## src/cfsc_pkg.sv

```systemverilog
package cfsc_pkg;

    localparam int BUFFER_DEPTH = 64;
    localparam int NUM_CHANNELS = 16;
    localparam int CHANNEL_BITS = 11;

    localparam int AW         = $clog2(BUFFER_DEPTH);
    localparam int FILL_W     = AW + 1;
    localparam int CMP_W      = 9;
    localparam int BYTE_W     = 8;
    localparam int IDX_W      = 4;
    localparam int VAL_W      = 16;
    localparam int RAW_W      = 11;
    localparam int MAXPL_W    = 6;
    localparam int CFG_IDX_W  = 3;
    localparam int CFG_DATA_W = 11;

    localparam int CH_PAYLOAD_BYTES = (NUM_CHANNELS * CHANNEL_BITS + 7) / 8;
    localparam int CH_FRAME_LEN     = CH_PAYLOAD_BYTES + 2;
    localparam int MIN_LEN          = 3;
    localparam int LEN_OVERHEAD     = 2;
    localparam int TYPE_OFS         = 2;
    localparam int PAYLOAD_OFS      = 3;

    localparam int SCALE_HIGH  = 2000;
    localparam int SCALE_BASE  = 1000;
    localparam int SCALE_STEPS = SCALE_HIGH - SCALE_BASE;

    localparam int MAG_W  = (CHANNEL_BITS > RAW_W) ? CHANNEL_BITS : RAW_W;
    localparam int NUM_W  = $clog2(SCALE_STEPS * ((1 << MAG_W) - 1) + 1);
    localparam int DCNT_W = $clog2(NUM_W);

    localparam int ACC_W    = CHANNEL_BITS + BYTE_W;
    localparam int BITS_W   = $clog2(ACC_W + 1);
    localparam int CH_CNT_W = $clog2(NUM_CHANNELS + 1);

    localparam int QUEUE_DEPTH = 4;
    localparam int Q_AW        = $clog2(QUEUE_DEPTH);

    localparam logic [7:0]       RST_CRC_POLY = 8'd213;
    localparam logic [7:0]       RST_ADDR     = 8'd200;
    localparam logic [7:0]       RST_TYPE     = 8'd22;
    localparam logic [MAXPL_W-1:0] RST_MAXPL  = 6'd60;
    localparam logic [RAW_W-1:0] RST_RAW_AT   = 11'd191;
    localparam logic [RAW_W-1:0] RST_SPAN     = 11'd1639;

    typedef enum logic [CFG_IDX_W-1:0] {
        REG_CRC_POLY    = 3'd0,
        REG_ACC_ADDR    = 3'd1,
        REG_CH_TYPE     = 3'd2,
        REG_MAX_PL      = 3'd3,
        REG_RAW_AT_1000 = 3'd4,
        REG_RAW_SPAN    = 3'd5
    } t_reg_idx;

    typedef struct packed {
        logic [7:0]         poly;
        logic [7:0]         addr;
        logic [7:0]         ftype;
        logic [MAXPL_W-1:0] max_pl;
    } t_front_cfg;

    typedef struct packed {
        logic [RAW_W-1:0] raw_at;
        logic [RAW_W-1:0] span;
    } t_back_cfg;

    typedef struct packed {
        logic [CHANNEL_BITS-1:0] raw;
        logic [IDX_W-1:0]        idx;
        logic                    last;
        logic                    first;
    } t_chan_item;

    function automatic logic [7:0] crc8_byte(input logic [7:0] crc, input logic [7:0] data,
                                             input logic [7:0] poly);
        logic [7:0] c;
        c = crc ^ data;
        for (int b = 0; b < 8; b++) begin
            if (c[7]) begin
                c = {c[6:0], 1'b0} ^ poly;
            end else begin
                c = {c[6:0], 1'b0};
            end
        end
        return c;
    endfunction

endpackage

```

## src/cfsc_in_if.sv

```systemverilog
interface cfsc_in_if;
    logic       valid;
    logic       ready;
    logic [7:0] rx_byte;

    modport source (output valid, output rx_byte, input ready);
    modport sink (input valid, input rx_byte, output ready);
endinterface

```

## src/cfsc_out_if.sv

```systemverilog
interface cfsc_out_if;
    logic                          valid;
    logic                          ready;
    logic [cfsc_pkg::IDX_W-1:0]    channel_index;
    logic [cfsc_pkg::VAL_W-1:0]    channel_value;
    logic                          last_channel;
    logic                          link_came_up;

    modport source (output valid, output channel_index, output channel_value,
                    output last_channel, output link_came_up, input ready);
    modport sink (input valid, input channel_index, input channel_value,
                  input last_channel, input link_came_up, output ready);
endinterface

```

## src/cfsc_ram.sv

```systemverilog
module cfsc_ram #(
    parameter int WIDTH = 8,
    parameter int DEPTH = 64
) (
    input  logic                     i_clk,
    input  logic                     i_we,
    input  logic [$clog2(DEPTH)-1:0] i_waddr,
    input  logic [WIDTH-1:0]         i_wdata,
    input  logic [$clog2(DEPTH)-1:0] i_raddr,
    output logic [WIDTH-1:0]         o_rdata
);
    logic [WIDTH-1:0] r_mem [DEPTH];
    logic [WIDTH-1:0] r_rdata;

    always_ff @(posedge i_clk) begin
        if (i_we) begin
            r_mem[i_waddr] <= i_wdata;
        end
        r_rdata <= r_mem[i_raddr];
    end

    assign o_rdata = r_rdata;
endmodule

```

## src/cfsc_queue.sv

```systemverilog
module cfsc_queue (
    input  logic                 i_clk,
    input  logic                 i_rst_n,
    input  logic                 i_push,
    input  cfsc_pkg::t_chan_item i_item,
    output logic                 o_full,
    input  logic                 i_pop,
    output cfsc_pkg::t_chan_item o_item,
    output logic                 o_empty
);
    cfsc_pkg::t_chan_item r_slot [cfsc_pkg::QUEUE_DEPTH];
    logic [cfsc_pkg::Q_AW-1:0] r_wr;
    logic [cfsc_pkg::Q_AW-1:0] r_rd;
    logic [cfsc_pkg::Q_AW:0]   r_cnt;
    logic do_push;
    logic do_pop;

    assign o_full  = (r_cnt == (cfsc_pkg::Q_AW+1)'(cfsc_pkg::QUEUE_DEPTH));
    assign o_empty = (r_cnt == '0);
    assign do_push = i_push && !o_full;
    assign do_pop  = i_pop && !o_empty;
    assign o_item  = r_slot[r_rd];

    always_ff @(posedge i_clk) begin
        if (do_push) begin
            r_slot[r_wr] <= i_item;
        end
        if (!i_rst_n) begin
            r_wr  <= '0;
            r_rd  <= '0;
            r_cnt <= '0;
        end else begin
            if (do_push) begin
                r_wr <= r_wr + 1'b1;
            end
            if (do_pop) begin
                r_rd <= r_rd + 1'b1;
            end
            if (do_push && !do_pop) begin
                r_cnt <= r_cnt + 1'b1;
            end else if (do_pop && !do_push) begin
                r_cnt <= r_cnt - 1'b1;
            end
        end
    end
endmodule

```

## src/cfsc_front.sv

```systemverilog
module cfsc_front (
    input  logic                   i_clk,
    input  logic                   i_rst_n,
    input  cfsc_pkg::t_front_cfg   i_cfg,
    cfsc_in_if.sink                i_rx,
    output logic                   o_push,
    output cfsc_pkg::t_chan_item   o_item,
    input  logic                   i_full
);
    typedef enum logic [2:0] {
        F_IDLE, F_SCAN, F_LEN, F_CRC, F_CHK, F_ADR, F_TYP, F_DEC
    } t_fstate;

    localparam int AW = cfsc_pkg::AW;
    localparam int FW = cfsc_pkg::FILL_W;
    localparam int CW = cfsc_pkg::CMP_W;

    t_fstate r_state, n_state;
    logic [AW-1:0]  r_head, n_head;
    logic [FW-1:0]  r_fill, n_fill;
    logic [AW-1:0]  r_ofs, n_ofs;
    logic [7:0]     r_len, n_len;
    logic [7:0]     r_crc, n_crc;
    logic           r_addr_ok, n_addr_ok;
    logic           r_first, n_first;
    logic           r_link, n_link;
    logic [cfsc_pkg::ACC_W-1:0]    r_acc, n_acc;
    logic [cfsc_pkg::BITS_W-1:0]   r_bits, n_bits;
    logic [cfsc_pkg::CH_CNT_W-1:0] r_ch, n_ch;

    logic          we;
    logic [AW-1:0] waddr;
    logic [AW-1:0] raddr;
    logic [7:0]    rdata;
    logic [CW-1:0] frame_bytes;

    cfsc_ram #(.WIDTH(cfsc_pkg::BYTE_W), .DEPTH(cfsc_pkg::BUFFER_DEPTH)) u_buf (
        .i_clk   (i_clk),
        .i_we    (we),
        .i_waddr (waddr),
        .i_wdata (i_rx.rx_byte),
        .i_raddr (raddr),
        .o_rdata (rdata)
    );

    // read address follows next state, so rdata always holds buf[head + ofs]
    assign raddr       = n_head + n_ofs;
    assign waddr       = r_head + r_fill[AW-1:0];
    assign i_rx.ready  = (r_state == F_IDLE);
    assign frame_bytes = CW'(r_len) + CW'(cfsc_pkg::LEN_OVERHEAD);

    assign o_item.raw   = r_acc[cfsc_pkg::CHANNEL_BITS-1:0];
    assign o_item.idx   = cfsc_pkg::IDX_W'(r_ch);
    assign o_item.last  = (r_ch == cfsc_pkg::CH_CNT_W'(cfsc_pkg::NUM_CHANNELS - 1));
    assign o_item.first = r_first;

    always_comb begin
        logic [CW-1:0] len_ext;
        n_state   = r_state;
        n_head    = r_head;
        n_fill    = r_fill;
        n_ofs     = r_ofs;
        n_len     = r_len;
        n_crc     = r_crc;
        n_addr_ok = r_addr_ok;
        n_first   = r_first;
        n_link    = r_link;
        n_acc     = r_acc;
        n_bits    = r_bits;
        n_ch      = r_ch;
        we        = 1'b0;
        o_push    = 1'b0;
        len_ext   = CW'(rdata);
        unique case (r_state)
            F_IDLE: begin
                if (i_rx.valid) begin
                    we = 1'b1;
                    // full buffer: oldest byte is overwritten in place
                    if (r_fill == FW'(cfsc_pkg::BUFFER_DEPTH)) begin
                        n_head = r_head + 1'b1;
                    end else begin
                        n_fill = r_fill + 1'b1;
                    end
                    n_ofs   = AW'(1);
                    n_state = F_SCAN;
                end
            end
            F_SCAN: begin
                n_ofs   = AW'(1);
                n_state = (r_fill > FW'(1)) ? F_LEN : F_IDLE;
            end
            F_LEN: begin
                if (len_ext < CW'(cfsc_pkg::MIN_LEN) ||
                    len_ext > CW'(i_cfg.max_pl) + CW'(cfsc_pkg::LEN_OVERHEAD)) begin
                    n_head  = r_head + 1'b1;
                    n_fill  = r_fill - 1'b1;
                    n_ofs   = AW'(1);
                    n_state = F_SCAN;
                end else if (CW'(r_fill) >= len_ext + CW'(cfsc_pkg::LEN_OVERHEAD)) begin
                    n_len   = rdata;
                    n_crc   = '0;
                    n_ofs   = AW'(cfsc_pkg::TYPE_OFS);
                    n_state = F_CRC;
                end else begin
                    n_state = F_IDLE;
                end
            end
            F_CRC: begin
                n_crc = cfsc_pkg::crc8_byte(r_crc, rdata, i_cfg.poly);
                n_ofs = r_ofs + 1'b1;
                if (CW'(r_ofs) == CW'(r_len)) begin
                    n_state = F_CHK;
                end
            end
            F_CHK: begin
                if (rdata != r_crc) begin
                    n_head  = r_head + 1'b1;
                    n_fill  = r_fill - 1'b1;
                    n_ofs   = AW'(1);
                    n_state = F_SCAN;
                end else begin
                    n_ofs   = '0;
                    n_state = F_ADR;
                end
            end
            F_ADR: begin
                n_addr_ok = (rdata == i_cfg.addr);
                n_ofs     = AW'(cfsc_pkg::TYPE_OFS);
                n_state   = F_TYP;
            end
            F_TYP: begin
                if (r_addr_ok && rdata == i_cfg.ftype &&
                    r_len == 8'(cfsc_pkg::CH_FRAME_LEN)) begin
                    n_first = !r_link;
                    n_link  = 1'b1;
                    n_acc   = '0;
                    n_bits  = '0;
                    n_ch    = '0;
                    n_ofs   = AW'(cfsc_pkg::PAYLOAD_OFS);
                    n_state = F_DEC;
                end else begin
                    n_head  = r_head + AW'(frame_bytes);
                    n_fill  = r_fill - FW'(frame_bytes);
                    n_ofs   = AW'(1);
                    n_state = F_SCAN;
                end
            end
            F_DEC: begin
                if (r_ch == cfsc_pkg::CH_CNT_W'(cfsc_pkg::NUM_CHANNELS)) begin
                    n_head  = r_head + AW'(frame_bytes);
                    n_fill  = r_fill - FW'(frame_bytes);
                    n_ofs   = AW'(1);
                    n_state = F_SCAN;
                end else if (r_bits >= cfsc_pkg::BITS_W'(cfsc_pkg::CHANNEL_BITS)) begin
                    if (!i_full) begin
                        o_push = 1'b1;
                        n_acc  = r_acc >> cfsc_pkg::CHANNEL_BITS;
                        n_bits = r_bits - cfsc_pkg::BITS_W'(cfsc_pkg::CHANNEL_BITS);
                        n_ch   = r_ch + 1'b1;
                    end
                end else begin
                    // payload is LSB first: new byte lands above bits held
                    n_acc  = r_acc | (cfsc_pkg::ACC_W'(rdata) << r_bits);
                    n_bits = r_bits + cfsc_pkg::BITS_W'(cfsc_pkg::BYTE_W);
                    n_ofs  = r_ofs + 1'b1;
                end
            end
            default: begin
                n_state = F_IDLE;
            end
        endcase
    end

    always_ff @(posedge i_clk) begin
        r_ofs     <= n_ofs;
        r_len     <= n_len;
        r_crc     <= n_crc;
        r_addr_ok <= n_addr_ok;
        r_first   <= n_first;
        r_acc     <= n_acc;
        r_bits    <= n_bits;
        r_ch      <= n_ch;
        if (!i_rst_n) begin
            r_state <= F_IDLE;
            r_head  <= '0;
            r_fill  <= '0;
            r_link  <= 1'b0;
        end else begin
            r_state <= n_state;
            r_head  <= n_head;
            r_fill  <= n_fill;
            r_link  <= n_link;
        end
    end
endmodule

```

## src/cfsc_back.sv

```systemverilog
module cfsc_back (
    input  logic                 i_clk,
    input  logic                 i_rst_n,
    input  cfsc_pkg::t_back_cfg  i_cfg,
    input  cfsc_pkg::t_chan_item i_item,
    input  logic                 i_empty,
    output logic                 o_pop,
    cfsc_out_if.source           o_ch
);
    typedef enum logic [1:0] {B_IDLE, B_MUL, B_DIV, B_OUT} t_bstate;

    localparam int MW = cfsc_pkg::MAG_W;
    localparam int NW = cfsc_pkg::NUM_W;

    t_bstate r_state;
    cfsc_pkg::t_chan_item r_item;
    logic                 r_neg;
    logic [MW-1:0]        r_mag;
    logic [NW-1:0]        r_num;
    logic [MW-1:0]        r_rem;
    logic [cfsc_pkg::DCNT_W-1:0] r_cnt;

    logic                        r_ovalid;
    logic [cfsc_pkg::IDX_W-1:0]  r_oidx;
    logic [cfsc_pkg::VAL_W-1:0]  r_oval;
    logic                        r_olast;
    logic                        r_ofirst;

    logic [MW-1:0] raw_ext;
    logic [MW-1:0] at_ext;
    logic [MW-1:0] span_eff;
    logic [MW:0]   trial;
    logic          fits;
    logic [cfsc_pkg::VAL_W-1:0] q16;
    logic [cfsc_pkg::VAL_W-1:0] value;
    logic          out_free;

    assign raw_ext  = MW'(i_item.raw);
    assign at_ext   = MW'(i_cfg.raw_at);
    assign span_eff = (i_cfg.span == '0) ? MW'(1) : MW'(i_cfg.span);
    assign trial    = {r_rem, r_num[NW-1]};
    assign fits     = (trial >= {1'b0, span_eff});
    assign q16      = cfsc_pkg::VAL_W'(r_num);
    assign value    = (r_neg ? (~q16 + 1'b1) : q16) + cfsc_pkg::VAL_W'(cfsc_pkg::SCALE_BASE);
    assign out_free = !r_ovalid || o_ch.ready;
    assign o_pop    = (r_state == B_IDLE) && !i_empty;

    assign o_ch.valid         = r_ovalid;
    assign o_ch.channel_index = r_oidx;
    assign o_ch.channel_value = r_oval;
    assign o_ch.last_channel  = r_olast;
    assign o_ch.link_came_up  = r_ofirst;

    always_ff @(posedge i_clk) begin
        if (!i_rst_n) begin
            r_state  <= B_IDLE;
            r_ovalid <= 1'b0;
        end else begin
            if (r_state == B_OUT && out_free) begin
                r_ovalid <= 1'b1;
            end else if (r_ovalid && o_ch.ready) begin
                r_ovalid <= 1'b0;
            end
            unique case (r_state)
                B_IDLE: begin
                    if (!i_empty) begin
                        r_item  <= i_item;
                        // divide magnitudes, negate after: truncation toward zero
                        r_neg   <= raw_ext < at_ext;
                        r_mag   <= (raw_ext < at_ext) ? (at_ext - raw_ext) : (raw_ext - at_ext);
                        r_state <= B_MUL;
                    end
                end
                B_MUL: begin
                    r_num   <= NW'(r_mag * cfsc_pkg::SCALE_STEPS);
                    r_rem   <= '0;
                    r_cnt   <= '0;
                    r_state <= B_DIV;
                end
                B_DIV: begin
                    r_rem <= fits ? MW'(trial - {1'b0, span_eff}) : MW'(trial);
                    r_num <= {r_num[NW-2:0], fits};
                    r_cnt <= r_cnt + 1'b1;
                    if (r_cnt == cfsc_pkg::DCNT_W'(NW - 1)) begin
                        r_state <= B_OUT;
                    end
                end
                B_OUT: begin
                    if (out_free) begin
                        r_oidx   <= r_item.idx;
                        r_oval   <= value;
                        r_olast  <= r_item.last;
                        r_ofirst <= r_item.first;
                        r_state  <= B_IDLE;
                    end
                end
                default: begin
                    r_state <= B_IDLE;
                end
            endcase
        end
    end
endmodule

```

## src/crsf_frame_parser_channel_scaler_top.sv

```systemverilog
// Channel  Dir  Handshake     Payload
// i_rx     in   valid/ready   rx_byte[7:0]
// o_ch     out  valid/ready   channel_index[3:0], channel_value[15:0],
//                             last_channel, link_came_up
// cfg      in   i_cfg_we      i_cfg_idx[2:0], i_cfg_wdata[10:0]
// A byte is stored in F_IDLE and tested in F_SCAN, then F_LEN if two or more are held;
// a complete frame then runs F_CRC and F_CHK, and F_ADR and F_TYP when its CRC passes;
// each dropped byte costs one more rescan from the new head (buffer read port).
// A channel frame then unpacks its channels in F_DEC; each channel in turn passes B_MUL,
// the serial divider in B_DIV and B_OUT, one channel at a time, which bounds output rate.
// Synchronous active-low reset; buffer contents are never cleared, only head and fill.
// A full channel queue stalls the scanner; a stalled output holds the back end in B_OUT.
module crsf_frame_parser_channel_scaler_top (
    input  logic                              i_clk,
    input  logic                              i_rst_n,
    cfsc_in_if.sink                           i_rx,
    cfsc_out_if.source                        o_ch,
    input  logic                              i_cfg_we,
    input  logic [cfsc_pkg::CFG_IDX_W-1:0]    i_cfg_idx,
    input  logic [cfsc_pkg::CFG_DATA_W-1:0]   i_cfg_wdata
);
    cfsc_pkg::t_front_cfg r_fcfg;
    cfsc_pkg::t_back_cfg  r_bcfg;

    logic                 push;
    logic                 full;
    logic                 pop;
    logic                 empty;
    cfsc_pkg::t_chan_item push_item;
    cfsc_pkg::t_chan_item head_item;

    always_ff @(posedge i_clk) begin
        if (!i_rst_n) begin
            r_fcfg.poly   <= cfsc_pkg::RST_CRC_POLY;
            r_fcfg.addr   <= cfsc_pkg::RST_ADDR;
            r_fcfg.ftype  <= cfsc_pkg::RST_TYPE;
            r_fcfg.max_pl <= cfsc_pkg::RST_MAXPL;
            r_bcfg.raw_at <= cfsc_pkg::RST_RAW_AT;
            r_bcfg.span   <= cfsc_pkg::RST_SPAN;
        end else if (i_cfg_we) begin
            unique case (i_cfg_idx)
                cfsc_pkg::REG_CRC_POLY:    r_fcfg.poly   <= i_cfg_wdata[7:0];
                cfsc_pkg::REG_ACC_ADDR:    r_fcfg.addr   <= i_cfg_wdata[7:0];
                cfsc_pkg::REG_CH_TYPE:     r_fcfg.ftype  <= i_cfg_wdata[7:0];
                cfsc_pkg::REG_MAX_PL:      r_fcfg.max_pl <= i_cfg_wdata[cfsc_pkg::MAXPL_W-1:0];
                cfsc_pkg::REG_RAW_AT_1000: r_bcfg.raw_at <= i_cfg_wdata[cfsc_pkg::RAW_W-1:0];
                cfsc_pkg::REG_RAW_SPAN:    r_bcfg.span   <= i_cfg_wdata[cfsc_pkg::RAW_W-1:0];
                default: begin
                end
            endcase
        end
    end

    cfsc_front u_front (
        .i_clk   (i_clk),
        .i_rst_n (i_rst_n),
        .i_cfg   (r_fcfg),
        .i_rx    (i_rx),
        .o_push  (push),
        .o_item  (push_item),
        .i_full  (full)
    );

    cfsc_queue u_queue (
        .i_clk   (i_clk),
        .i_rst_n (i_rst_n),
        .i_push  (push),
        .i_item  (push_item),
        .o_full  (full),
        .i_pop   (pop),
        .o_item  (head_item),
        .o_empty (empty)
    );

    cfsc_back u_back (
        .i_clk   (i_clk),
        .i_rst_n (i_rst_n),
        .i_cfg   (r_bcfg),
        .i_item  (head_item),
        .i_empty (empty),
        .o_pop   (pop),
        .o_ch    (o_ch)
    );
endmodule

```

## src/flat_wrapper.sv

```systemverilog
// flat-port wrapper written by rule: the top's interface ports become plain ports
module crsf_frame_parser_channel_scaler_top_flat 
  (i_clk, i_rst_n, i_cfg_we, i_cfg_idx, i_cfg_wdata, i_rx_valid, i_rx_rx_byte, i_rx_ready, o_ch_valid, o_ch_channel_index, o_ch_channel_value, o_ch_last_channel, o_ch_link_came_up, o_ch_ready);
  cfsc_in_if i_rx_i ();
  cfsc_out_if o_ch_i ();
  input  logic i_clk;
  input  logic i_rst_n;
  input  logic i_cfg_we;
  input  logic [cfsc_pkg::CFG_IDX_W-1:0] i_cfg_idx;
  input  logic [cfsc_pkg::CFG_DATA_W-1:0] i_cfg_wdata;
  input wire logic [$bits(i_rx_i.valid)-1:0] i_rx_valid;
  input wire logic [$bits(i_rx_i.rx_byte)-1:0] i_rx_rx_byte;
  output wire logic [$bits(i_rx_i.ready)-1:0] i_rx_ready;
  output wire logic [$bits(o_ch_i.valid)-1:0] o_ch_valid;
  output wire logic [$bits(o_ch_i.channel_index)-1:0] o_ch_channel_index;
  output wire logic [$bits(o_ch_i.channel_value)-1:0] o_ch_channel_value;
  output wire logic [$bits(o_ch_i.last_channel)-1:0] o_ch_last_channel;
  output wire logic [$bits(o_ch_i.link_came_up)-1:0] o_ch_link_came_up;
  input wire logic [$bits(o_ch_i.ready)-1:0] o_ch_ready;
  assign i_rx_i.valid = i_rx_valid;
  assign i_rx_i.rx_byte = i_rx_rx_byte;
  assign i_rx_ready = i_rx_i.ready;
  assign o_ch_valid = o_ch_i.valid;
  assign o_ch_channel_index = o_ch_i.channel_index;
  assign o_ch_channel_value = o_ch_i.channel_value;
  assign o_ch_last_channel = o_ch_i.last_channel;
  assign o_ch_link_came_up = o_ch_i.link_came_up;
  assign o_ch_i.ready = o_ch_ready;
  crsf_frame_parser_channel_scaler_top u_core (.i_clk(i_clk), .i_rst_n(i_rst_n), .i_rx(i_rx_i), .o_ch(o_ch_i), .i_cfg_we(i_cfg_we), .i_cfg_idx(i_cfg_idx), .i_cfg_wdata(i_cfg_wdata));
endmodule
```

## config.mk

```make
export PLATFORM = sky130hd
export DESIGN_NAME = crsf_frame_parser_channel_scaler_top_flat
export DESIGN_NICKNAME = d
export VERILOG_FILES = /design/src/cfsc_pkg.sv /design/src/cfsc_in_if.sv /design/src/cfsc_out_if.sv /design/src/cfsc_ram.sv /design/src/cfsc_queue.sv /design/src/cfsc_front.sv /design/src/cfsc_back.sv /design/src/crsf_frame_parser_channel_scaler_top.sv /design/src/flat_wrapper.sv
export SDC_FILE = /design/constraint.sdc
export NUM_CORES = 1
export LEC_CHECK = 0
export BUFFER_PORTS_ARGS = -buffer_cell sky130_fd_sc_hd__clkbuf_2
export CAP_MARGIN = 10
export CORE_MARGIN = 4
export CORE_UTILIZATION = 55
export CTS_CLUSTER_DIAMETER = 60
export DETAILED_ROUTE_END_ITERATION = 8
export PLACE_DENSITY = 0.76
export SLEW_MARGIN = 40
export SYNTH_ARGS = -nofsm -noshare
export SYNTH_HDL_FRONTEND = slang
export SYNTH_SLANG_ARGS = --single-unit
```

## constraint.sdc

```tcl
create_clock -name i_clk -period 12 [get_ports i_clk]
set_input_delay 1.2 -clock i_clk [delete_from_list [all_inputs] [get_ports i_clk]]
set_output_delay 1.2 -clock i_clk [all_outputs]
set_load 0.01 [all_outputs]
```

* After elaboration in Yosys (flattened, before gate mapping)
Memories as Yosys holds them, arrays and structs flattened. A register that Yosys moved wholly into a read port is not among the register bits.
Cells that the tools add are included.
** Cells by class
- $lt $le $gt $ge :: 7
- Bitwise logic cells :: 13
- Shift operators :: 1
- $mul :: 1
- Add/subtract/negate cells :: 24
- Reduce and logical (&&, ||, !) cells :: 45
- Equal/unequal tests :: 42
- Muxes and demuxes :: 90
** Operator list (number)
- 8-bit two-way mux :: 17
- 19-bit two-way mux :: 4
- 8-bit bitwise XOR :: 9
- 6-bit two-way mux :: 11
- 6-bit one-hot mux with 8 select lines :: 1
- 7-bit two-way mux :: 6
- 21-bit one-hot mux with 2 select lines :: 1
- 19-bit one-hot mux with 2 select lines :: 1
- 5-bit two-way mux :: 7
- 7-bit one-hot mux with 5 select lines :: 1
- 11-bit two-way mux :: 3
- 11-bit subtractor :: 3
- 2-bit inequality test (second input constant) :: 16
- 5-bit one-hot mux with 2 select lines :: 3
- 6-bit one-hot mux with 5 select lines :: 1
- 3-bit one-hot mux with 8 select lines :: 1
- 11-bit one-hot mux with 2 select lines :: 1
- 3-bit == test (second input constant) :: 7
- 3-bit two-way mux :: 7
- 19-bit OR :: 1
- 8-bit by 5-bit left shift with 19-bit output :: 1
- 6-bit adder :: 3
- 11-bit by 7-bit multiplier with 18-bit output (second input constant) :: 1
- 2-bit two-way mux :: 9
- other kinds (53) :: 108
** Storage, ports and cells
- Flip-flop bits (word level) :: 209
- Memories kept :: 2
- Logic and storage cells :: 260
- RAM bits :: 580
- Input port bits :: 27
** Memories
- u_core.u_front.u_buf.r_mem :: depth 64, width 8, rd ports 1, clocked after Yosys merged registers in 1, wr ports 1, line cfsc_ram.sv:12 : logic [WIDTH-1:0] r_mem [DEPTH];
- u_core.u_queue.r_slot :: depth 4, width 17, rd ports 1, clocked after Yosys merged registers in 1, wr ports 1, line cfsc_queue.sv:11 : cfsc_pkg::t_chan_item r_slot [cfsc_pkg::QUEUE_DEPTH];

* Longest topological paths before layout
Gate-level depths: netlist of run 1.
- Word-level depth :: 25
- Mapped depth :: 24
- Gate-level depth less buffers :: 23

* Hierarchy
From an unflattened synthesis of run 1, not the netlist that was laid out.
** Unflattened totals
- Cell total of the unflattened synthesis :: 2840
- Area total of the unflattened synthesis :: 39237.6 um^2
** By module, submodules not included
- cfsc_ram :: cells each 972, area an instance 20190.6 um^2, times used 1
- cfsc_back :: cells each 712, area an instance 7113.1 um^2, times used 1
- cfsc_front :: cells each 817, area an instance 6874.1 um^2, times used 1
- cfsc_queue :: cells each 137, area an instance 2955.3 um^2, times used 1
- crsf_frame_parser_channel_scaler_top :: cells each 202, area an instance 2104.5 um^2, times used 1

* Worst setup path before layout of run 1
No wires, ideal clock.
- Path type :: reg-to-reg
- Start :: register u_core.r_fcfg[1] (netlist bit)
- End :: register u_core.u_front.u_buf.r_rdata[0] (netlist: u_core.u_front.u_buf.o_rdata[0]), read port of u_core.u_front.u_buf.r_mem
- Cell stages (with the launch flop) :: 18
- Arrival :: 5.259 ns
- Path buffers :: 2
- Setup slack :: 6.602 ns
- Required time :: 11.861 ns
- Cell sequence :: dfxtp_1 -> ha_1 -> nand3_1 -> xor2_1 -> ha_1 -> nand4_1 -> nor2_1 -> o211a_1 -> a41o_1 -> or4b_2 -> a221o_1 -> ha_1 -> clkbuf_1 -> buf_1 -> mux4_2 -> mux4_2 -> mux2i_1 -> mux2i_1
** On the way
- Longest elaborated chain between the ends :: 6
** RTL lines
- from (decl) :: line crsf_frame_parser_channel_scaler_top.sv:22 : cfsc_pkg::t_front_cfg r_fcfg;
- 6-bit by 2-bit adder with 7-bit output :: line cfsc_front.sv:94 : len_ext > CW'(i_cfg.max_pl) + CW'(cfsc_pkg::LEN_OVERHEAD)) begin
- 8-bit by 7-bit greater-than comparator with 1-bit output :: line cfsc_front.sv:94
- 1-bit logical OR :: line cfsc_front.sv:93 : if (len_ext < CW'(cfsc_pkg::MIN_LEN) ||
- 6-bit two-way mux :: line cfsc_front.sv:93
- 6-bit one-hot mux with 5 select lines :: line cfsc_front.sv:74 : unique case (r_state)
- named net u_core.u_front.n_head[0] :: line cfsc_front.sv:19 : logic [AW-1:0] r_head, n_head;
- 6-bit adder :: line cfsc_front.sv:47 : assign raddr = n_head + n_ofs;
- to (decl) :: line cfsc_ram.sv:13 : logic [WIDTH-1:0] r_rdata;
The timed path passes the listed nets, and every way through them passes these cells.
A chain may end at the register's enable or synchronous reset.

* Final worst setup path of run 1
- Start :: register u_core.u_front.u_buf.r_rdata[1] (netlist: u_core.u_front.u_buf.o_rdata[1]), read port of u_core.u_front.u_buf.r_mem
- End :: register u_core.u_front.u_buf.r_rdata[4] (netlist: u_core.u_front.u_buf.o_rdata[4]), read port of u_core.u_front.u_buf.r_mem
** On the way
- Longest elaborated chain between the ends :: 6
** RTL lines
- 8-bit by 2-bit adder with 9-bit output / 8-bit == test (equally long branches) :: line cfsc_front.sv:99, cfsc_front.sv:132
- 7-bit by 9-bit >= comparator with 1-bit output / 1-bit logical AND (equally long branches) :: line cfsc_front.sv:99, cfsc_front.sv:132
- 6-bit two-way mux / 1-bit logical AND (equally long branches) :: line cfsc_front.sv:99, cfsc_front.sv:132
- 6-bit two-way mux / 2-bit two-way mux (equally long branches) :: line cfsc_front.sv:93, cfsc_front.sv:132
- 6-bit one-hot mux with 8 select lines (*) :: line cfsc_front.sv:74
- named net u_core.u_front.n_ofs[1] :: line cfsc_front.sv:21 : logic [AW-1:0] r_ofs, n_ofs;
- 6-bit adder (*) :: line cfsc_front.sv:47
Mark *: on every way through the listed nets, which the timed path passes. The rest lies on a longest branch.

==> flow_metrics.tcl, run 1 <==
set metrics [dict create \
    synth_compound_gate_area_share_pct 5.660 \
    global_route_wire_length_before_repair_mm 132.0 \
    synth.ff_latch_count 799 \
    final_layout_size_suffix_gt1_share_pct 18.53 \
    detailed_place_hpwl_mm 53.13 \
    areaGrowthSynthToFinish_pct 11.57 \
    die_area_um2 73370 \
    period_share_pct 57.53 \
    endpoint_kind "flop" \
    i_o_pins 51 \
    synth.net_count 2822 \
    dieWidth_um 270.9 \
    synth_xor_xnor_area_share_pct 4.580 \
    final_net_count 2873 \
    postCtsSetupBuffers 0 \
    clk_root_buffer_cell "sky130_fd_sc_hd__clkbuf_16" \
    cts-hold-fix-buffers 0 \
    holdPathStages 0 \
    synthesis.area_um2 38000 \
    yosys.area_share.adder_pct 6.657 \
    via_count 22382 \
    cap_viol_max_count 0 \
    post_synth_inst_count 2618 \
    clock_path_buffers 3 \
    cts_tree "done" \
    worst_ir_drop_vdd_mv 0.3201 \
    yosysWarnings 0 \
    antenna_found_initial 0 \
    reg2reg_to "u_core.u_front.u_buf.o_rdata[4]" \
    finalClockSkew_ps 75.87 \
    wl_mm 85.02 \
    worst-endpoint-arrival_ps 7420 \
    final.setup.tns_ps 0 \
    timing.hold.worst.class "flop to flop" \
    first_pass_iteration_count_of_the_detailed_router 6 \
    synthMuxAreaShare_pct 12.46 \
    drtAntennaViolNets 0 \
    layout_common_cells "704 x sky130_fd_sc_hd__edfxtp_1, 249 x sky130_fd_sc_hd__nand2_1, 177 x sky130_fd_sc_hd__mux4_2" \
    slew_headroom_pct 41.50 \
    cts_resizes 0 \
    min_period_ps 6903 \
    run_status "complete, no violations" \
    timing.reg2reg.setup_slack_ps 5100 \
    cp-start-kind "flop" \
    p_per_area_nw_per_um2 291.0 \
    number_of_buffers_created_by_cts 85 \
    globalplace.congestion 0.9037 \
    fill_cells 4857 \
    p_leak_nw 14.78 \
    leading_cell_type_in_the_layout_fill_and_taps_excluded "sky130_fd_sc_hd__edfxtp_1" \
    drcViolationCount 0 \
    finish.cell_count_without_fillers 3672 \
    utilization_pct 61.82 \
    wl_per_cell_um 23.15 \
    final-setup-viol-count 0 \
    critical_path_class "flop to flop" \
    io_buffers 50 \
    n_antenna_cell 0 \
    vias_per_cell 6.095 \
    maxSlewViolCount 0 \
    synth_edf_count 704 \
    rsz0062_at_grt "false" \
    worst_setup_hold_path_clk_slew_ps 70 \
    critical_path.reg2reg.startpoint "u_core.u_front.u_buf.o_rdata[1]" \
    worst_r2r_path_depth 19 \
    async_reset_ff_share_pct 0 \
    cts.sink_count 799 \
    chipHeight_um 270.9 \
    max_freq_ghz 0.1449 \
    crit_fanout 76 \
    min_to "u_core.u_back.o_ch.channel_index[0]" \
    total_power_mw 12.34 \
    num_rows 96 \
    core_area_um2 68590 \
    worst_hold_slack_ps 419.9 \
    vias_in_the_first_global_route 22672 \
    post_placement_cell_count 3513 \
    critical_path_required_ps 12510 \
    cts_htree_levels 3 \
    holdCritStartpoint "u_core.u_back.r_item[2]" \
    synth_area_per_cell_um2 14.52 \
    max_slew.worst_pin.slew_ps 873.3 \
    ys_seq_area_share_pct 60.63 \
    synth_simple_gate_area_share_pct 7.777 \
    timing.final.hold_violations 0 \
    combinational_family_with_the_most_area_after_synthesis "multiplexers" \
    clkLatencyLatePin_ps 670 \
    initial_core_util_pct 55.41 \
    synth_cell_types 86 \
    grt_usage_pct 23.14 \
    grt_remaining_overflow 0 \
    first_iter_violations 2408 \
    commonest_register_cell_after_synthesis "sky130_fd_sc_hd__edfxtp_1" \
    pin_count_of_the_biggest_net_entering_global_routing 77 \
]
==> layer usage <==
| metal | GRT usage (%) | up-vias | part of all wire [%] |
|---|---|---|---|
| met1 | 29.94 | 11228 | 39 |
| met2 | 40.38 | 1007 | 51 |
| met4 | 7.305 | 0 | 3.3 |
| li1 | - | 9948 | - |
| met3 | 3.805 | 199 | 7.2 |
| met5 | 0 | - | 0 |
==> registers in the layout (all words and copies together) (netlist names), 7 cells and up, named ones only <==
register	flops
u_core.r_bcfg	22
u_core.r_fcfg	30
u_core.u_back.o_ch.channel_value	16
u_core.u_back.r_mag	11
u_core.u_back.r_num	21
u_core.u_back.r_rem	11
u_core.u_front.r_acc	19
u_core.u_front.r_crc	8
u_core.u_front.r_fill	7
u_core.u_front.r_len	8
u_core.u_front.u_buf.o_rdata	8
u_core.u_front.u_buf.r_mem	512
u_core.u_queue.r_slot	68
==> worst max-delay path, cell delays in order, from the launching register on <==
cell	delay (ps)
sky130_fd_sc_hd__dfxtp_1	710
sky130_fd_sc_hd__ha_1	340
sky130_fd_sc_hd__inv_1	60
sky130_fd_sc_hd__ha_1	220
sky130_fd_sc_hd__a21o_1	160
sky130_fd_sc_hd__a21o_1	170
sky130_fd_sc_hd__a21o_1	170
sky130_fd_sc_hd__a21o_1	170
sky130_fd_sc_hd__a21o_1	190
sky130_fd_sc_hd__nand3_1	130
sky130_fd_sc_hd__nor3b_1	70
sky130_fd_sc_hd__buf_4	180
sky130_fd_sc_hd__a2111oi_0	420
sky130_fd_sc_hd__nand2_1	210
sky130_fd_sc_hd__fa_4	1240
sky130_fd_sc_hd__buf_6	670
sky130_fd_sc_hd__mux4_2	430
sky130_fd_sc_hd__mux4_2	520
sky130_fd_sc_hd__mux2i_1	450
sky130_fd_sc_hd__mux2i_1	170
==> cells in the mapped netlist, types with 25 or more instances <==
master,count,share of area (%)
sky130_fd_sc_hd__clkbuf_1,83,0.82
sky130_fd_sc_hd__nand2_1,249,2.5
sky130_fd_sc_hd__edfxtp_1,704,56
sky130_fd_sc_hd__dfxtp_1,95,5.0
sky130_fd_sc_hd__mux4_2,177,10
sky130_fd_sc_hd__xor2_1,57,1.3
sky130_fd_sc_hd__o21ai_0,82,1.1
sky130_fd_sc_hd__and2_1,29,0.48
sky130_fd_sc_hd__nor2_1,192,1.9
sky130_fd_sc_hd__mux2i_1,60,1.6
sky130_fd_sc_hd__inv_1,109,1.1
sky130_fd_sc_hd__nor2b_1,26,0.43
sky130_fd_sc_hd__fa_1,42,2.2
sky130_fd_sc_hd__xnor2_1,106,2.4
sky130_fd_sc_hd__a21oi_1,97,1.3
sky130_fd_sc_hd__nor3_1,25,0.33
sky130_fd_sc_hd__nand3_1,56,0.74
sky130_fd_sc_hd__ha_1,135,4.4
sky130_fd_sc_hd__a21o_1,26,0.51
==> cell families (layout without fill, tap and decap cells) <==
logic type / after synthesis / count (layout)
buffers and inverters: 221 / 344
AO/OA/AOI/OAI: 337 / 337
adder cells (fa/ha/maj): 177 / 177
XOR/XNOR: 177 / 177
flip-flops: 799 / 799
multiplexers: 250 / 250
AND/OR/NAND/NOR: 657 / 657
==> stage by stage <==
| stage | worst slack [ps] | cell area, um2 |
|---|---|---|
| global route | 4908 | 42400 |
| detailed placement | 5257 | 39460 |
| finish | 5097 | 42400 |
| CTS | 5135 | 42390 |
| global placement | 4778 | 39170 |
| floorplan | 6602 | 38000 |
==> area by class of cell <==
| cell class | count | area [um2] | share of cell area (%) |
|---|---|---|---|
| inverters | 112 | 420.4 | 0.9915 |
| flip-flops and latches | 799 | 23040 | 54.35 |
| repair buffers | 73 | 499.2 | 1.177 |
| clock buffers | 99 | 2210 | 5.211 |
| clock inverters | 60 | 718.2 | 1.694 |
| well taps | 931 | 1165 | 2.747 |
| multi-input cells | 1598 | 14340 | 33.83 |
==> power breakdown <==
group | internal [mW] | total [mW] | switching (mW) | leakage, nW
Combinational | 3.03 | 6.08 | 3.05 | 6.40
Clock | 1.53 | 2.69 | 1.16 | 1.42
Sequential | 3.37 | 3.57 | 0.201 | 6.95
==> how the worst max path moves through the flow <==
stage / startpoint / endpoint
detailed placement: u_core.u_front.u_buf.o_rdata[0] / u_core.u_front.u_buf.o_rdata[3]
finish: u_core.u_front.u_buf.o_rdata[1] / u_core.u_front.u_buf.o_rdata[4]
floorplan: u_core.r_fcfg[1] / u_core.u_front.u_buf.o_rdata[0]
CTS: u_core.u_front.u_buf.o_rdata[1] / u_core.u_front.u_buf.o_rdata[4]
global route: u_core.u_front.u_buf.o_rdata[1] / u_core.u_front.u_buf.o_rdata[4]
global placement: u_core.u_front.u_buf.o_rdata[0] / u_core.u_front.u_buf.o_rdata[3]
No activity file was read; power rests on OpenSTA's default activity.
==> run 2, diff against run 1 <==
- PLACE_DENSITY: 0.76 -> 0.79
- clock period: 12 -> 5.7 ns (I/O delays scaled with it)
==> flow_metrics.tcl, run 2 (synthesized netlist as in run 1, its figures left out) <==
set metrics [dict create \
    run_status "complete, no violations" \
    largest_register_ffs 512 \
    timing.reg2reg.setup_slack_ps 50 \
    areaGrowthSynthToFinish_pct 13.33 \
    pin_count_of_the_biggest_net_entering_global_routing 65 \
    min_period_ps 5649 \
    leading_cell_type_in_the_layout_fill_and_taps_excluded "sky130_fd_sc_hd__edfxtp_1" \
    num_rows 96 \
    number_of_buffers_created_by_cts 86 \
    max_freq_ghz 0.1770 \
    worst_setup_path_startpoint "u_core.r_fcfg[2]" \
    chipHeight_um 270.9 \
    cts.sink_count 799 \
    dieWidth_um 270.9 \
    worst-endpoint-arrival_ps 6180 \
    i_o_pins 51 \
    cts_htree_levels 3 \
    initial_core_util_pct 55.41 \
    final-setup-viol-count 0 \
    first_iter_violations 2687 \
    worst_hold_slack_ps 217.5 \
    critical_path_class "flop to flop" \
    grt_usage_pct 24.23 \
    vias_in_the_first_global_route 23184 \
    p_per_area_nw_per_um2 618.5 \
    clkLatencyLatePin_ps 660 \
    crit_fanout 17 \
    critical_path.reg2reg.startpoint "u_core.r_fcfg[2]" \
    global_route_wire_length_before_repair_mm 137.7 \
    largest_registers_in_the_final_layout "u_core.u_front.u_buf.r_mem: 512 flops, u_core.u_queue.r_slot: 68 flops, u_core.r_fcfg: 30 flops" \
    cts-hold-fix-buffers 0 \
    drtAntennaViolNets 0 \
    finalClockSkew_ps 34.74 \
    globalplace.congestion 0.9025 \
    critical_path_required_ps 6230 \
    cts_tree "done" \
    timing.hold.worst.class "input pin to flop" \
    io_buffers 50 \
    cp-start-kind "flop" \
    maxSlewViolCount 0 \
    layout_common_cells "704 x sky130_fd_sc_hd__edfxtp_1, 249 x sky130_fd_sc_hd__nand2_1, 177 x sky130_fd_sc_hd__mux4_2" \
    first_pass_iteration_count_of_the_detailed_router 8 \
    max_slew.worst_pin.slew_ps 860.4 \
    drcViolationCount 0 \
    via_count 22897 \
    clk_root_buffer_cell "sky130_fd_sc_hd__clkbuf_16" \
    slew_headroom_pct 42.43 \
    p_leak_nw 15.10 \
    endpoint_kind "flop" \
    worst_ir_drop_vdd_mv 0.5960 \
    wl_per_cell_um 24.37 \
    period_share_pct 99.11 \
    final_net_count 2921 \
    timing.final.hold_violations 0 \
    antenna_found_initial 1 \
    worst_setup_hold_path_clk_slew_ps 60 \
    vias_per_cell 6.150 \
    holdCritStartpoint "i_cfg_wdata[10]" \
    detailed_place_hpwl_mm 55.01 \
    utilization_pct 62.79 \
    die_area_um2 73370 \
    clock_path_buffers 3 \
    final_layout_size_suffix_gt1_share_pct 19.71 \
    core_area_um2 68590 \
    top_register "u_core.u_front.u_buf.r_mem" \
    cap_viol_max_count 0 \
    total_power_mw 26.64 \
    wl_mm 90.75 \
    grt_remaining_overflow 0 \
]
==> run 2: changes by cell type in the layout (fill, tap and decap cells not counted), moves of 5 or more <==
cell,before,now
sky130_fd_sc_hd__clkinv_1,6,18
sky130_fd_sc_hd__buf_12,2,12
sky130_fd_sc_hd__nor2_2,65,60
sky130_fd_sc_hd__nor2_1,126,131
sky130_fd_sc_hd__mux2i_1,60,53
sky130_fd_sc_hd__clkbuf_16,85,90
sky130_fd_sc_hd__clkbuf_1,11,17
sky130_fd_sc_hd__clkinv_2,19,11
sky130_fd_sc_hd__buf_4,14,50
==> run 2: area by class of cell <==
class / count / area [um2]
antenna: 1 / 2.502
clock buffer: 106 / 2268
clock inverter: 56 / 701.9
fill: 4726 / 25520
inverter: 112 / 420.4
multi-input combinational: 1598 / 14410
sequential: 799 / 23050
tap: 931 / 1165
timing repair buffer: 120 / 1050
==> run 2: critical path, cell delays in order, from the launching register on <==
cell and delay, ps:
sky130_fd_sc_hd__dfxtp_2 340, sky130_fd_sc_hd__ha_2 310, sky130_fd_sc_hd__inv_1 30, sky130_fd_sc_hd__ha_1 300, sky130_fd_sc_hd__o21a_1 120, sky130_fd_sc_hd__o21a_1 160, sky130_fd_sc_hd__o21a_1 160, sky130_fd_sc_hd__o21a_1 170
sky130_fd_sc_hd__o21ai_0 340, sky130_fd_sc_hd__a31oi_2 260, sky130_fd_sc_hd__nor2_2 230, sky130_fd_sc_hd__nor2_1 70, sky130_fd_sc_hd__a221o_1 330, sky130_fd_sc_hd__ha_4 190, sky130_fd_sc_hd__fa_4 950, sky130_fd_sc_hd__buf_12 160
sky130_fd_sc_hd__clkbuf_16 190, sky130_fd_sc_hd__mux4_2 310, sky130_fd_sc_hd__mux4_2 490, sky130_fd_sc_hd__mux2i_1 200, sky130_fd_sc_hd__buf_4 170, sky130_fd_sc_hd__mux2i_1 60
==> run 2: what timing repair did <==
action                                  4_1_cts  5_1_grt
resized for setup                             5       21
endpoints found under the setup margin        3        8
pin swaps                                     0        5
setup buffers                                 0        4
gates cloned                                  1        3
==> run 2: metrics by stage <==
step	instances	setup slack, ps	instance area [um2]	TNS [ps]
after global placement	3550	47.67	39610	0
after global routing	3723	-86.59	43070	-428.6
after CTS	3715	19.82	42820	0
after detailed placement	3552	-30.27	39800	-30.27
after floorplan	2618	301.7	38000	0
final	3723	50.93	43070	0
==> run 2: metal layers <==
layer / global-route usage (%) / routed length (um) / part of all wire, %
met2: 41.58 / 46840 / 52
met4: 8.488 / 2972 / 3.3
met1: 31.57 / 34380 / 38
met3: 4.088 / 6556 / 7.2
met5: 0 / 0 / 0
==> run 2: worst paths after layout <==
path,end,cells past startpoint
worst max-delay path,u_core.u_front.u_buf.o_rdata[6],21
worst min-delay path,u_core.r_bcfg[21],3
worst max register to register,u_core.u_front.u_buf.o_rdata[6],21
worst min register to register,u_core.u_back.o_ch.channel_index[0],0
==> run 2: power breakdown <==
group	switching, mW	internal, mW
Sequential	0.396	7.09
Combinational	6.62	6.72
Clock	2.42	3.39
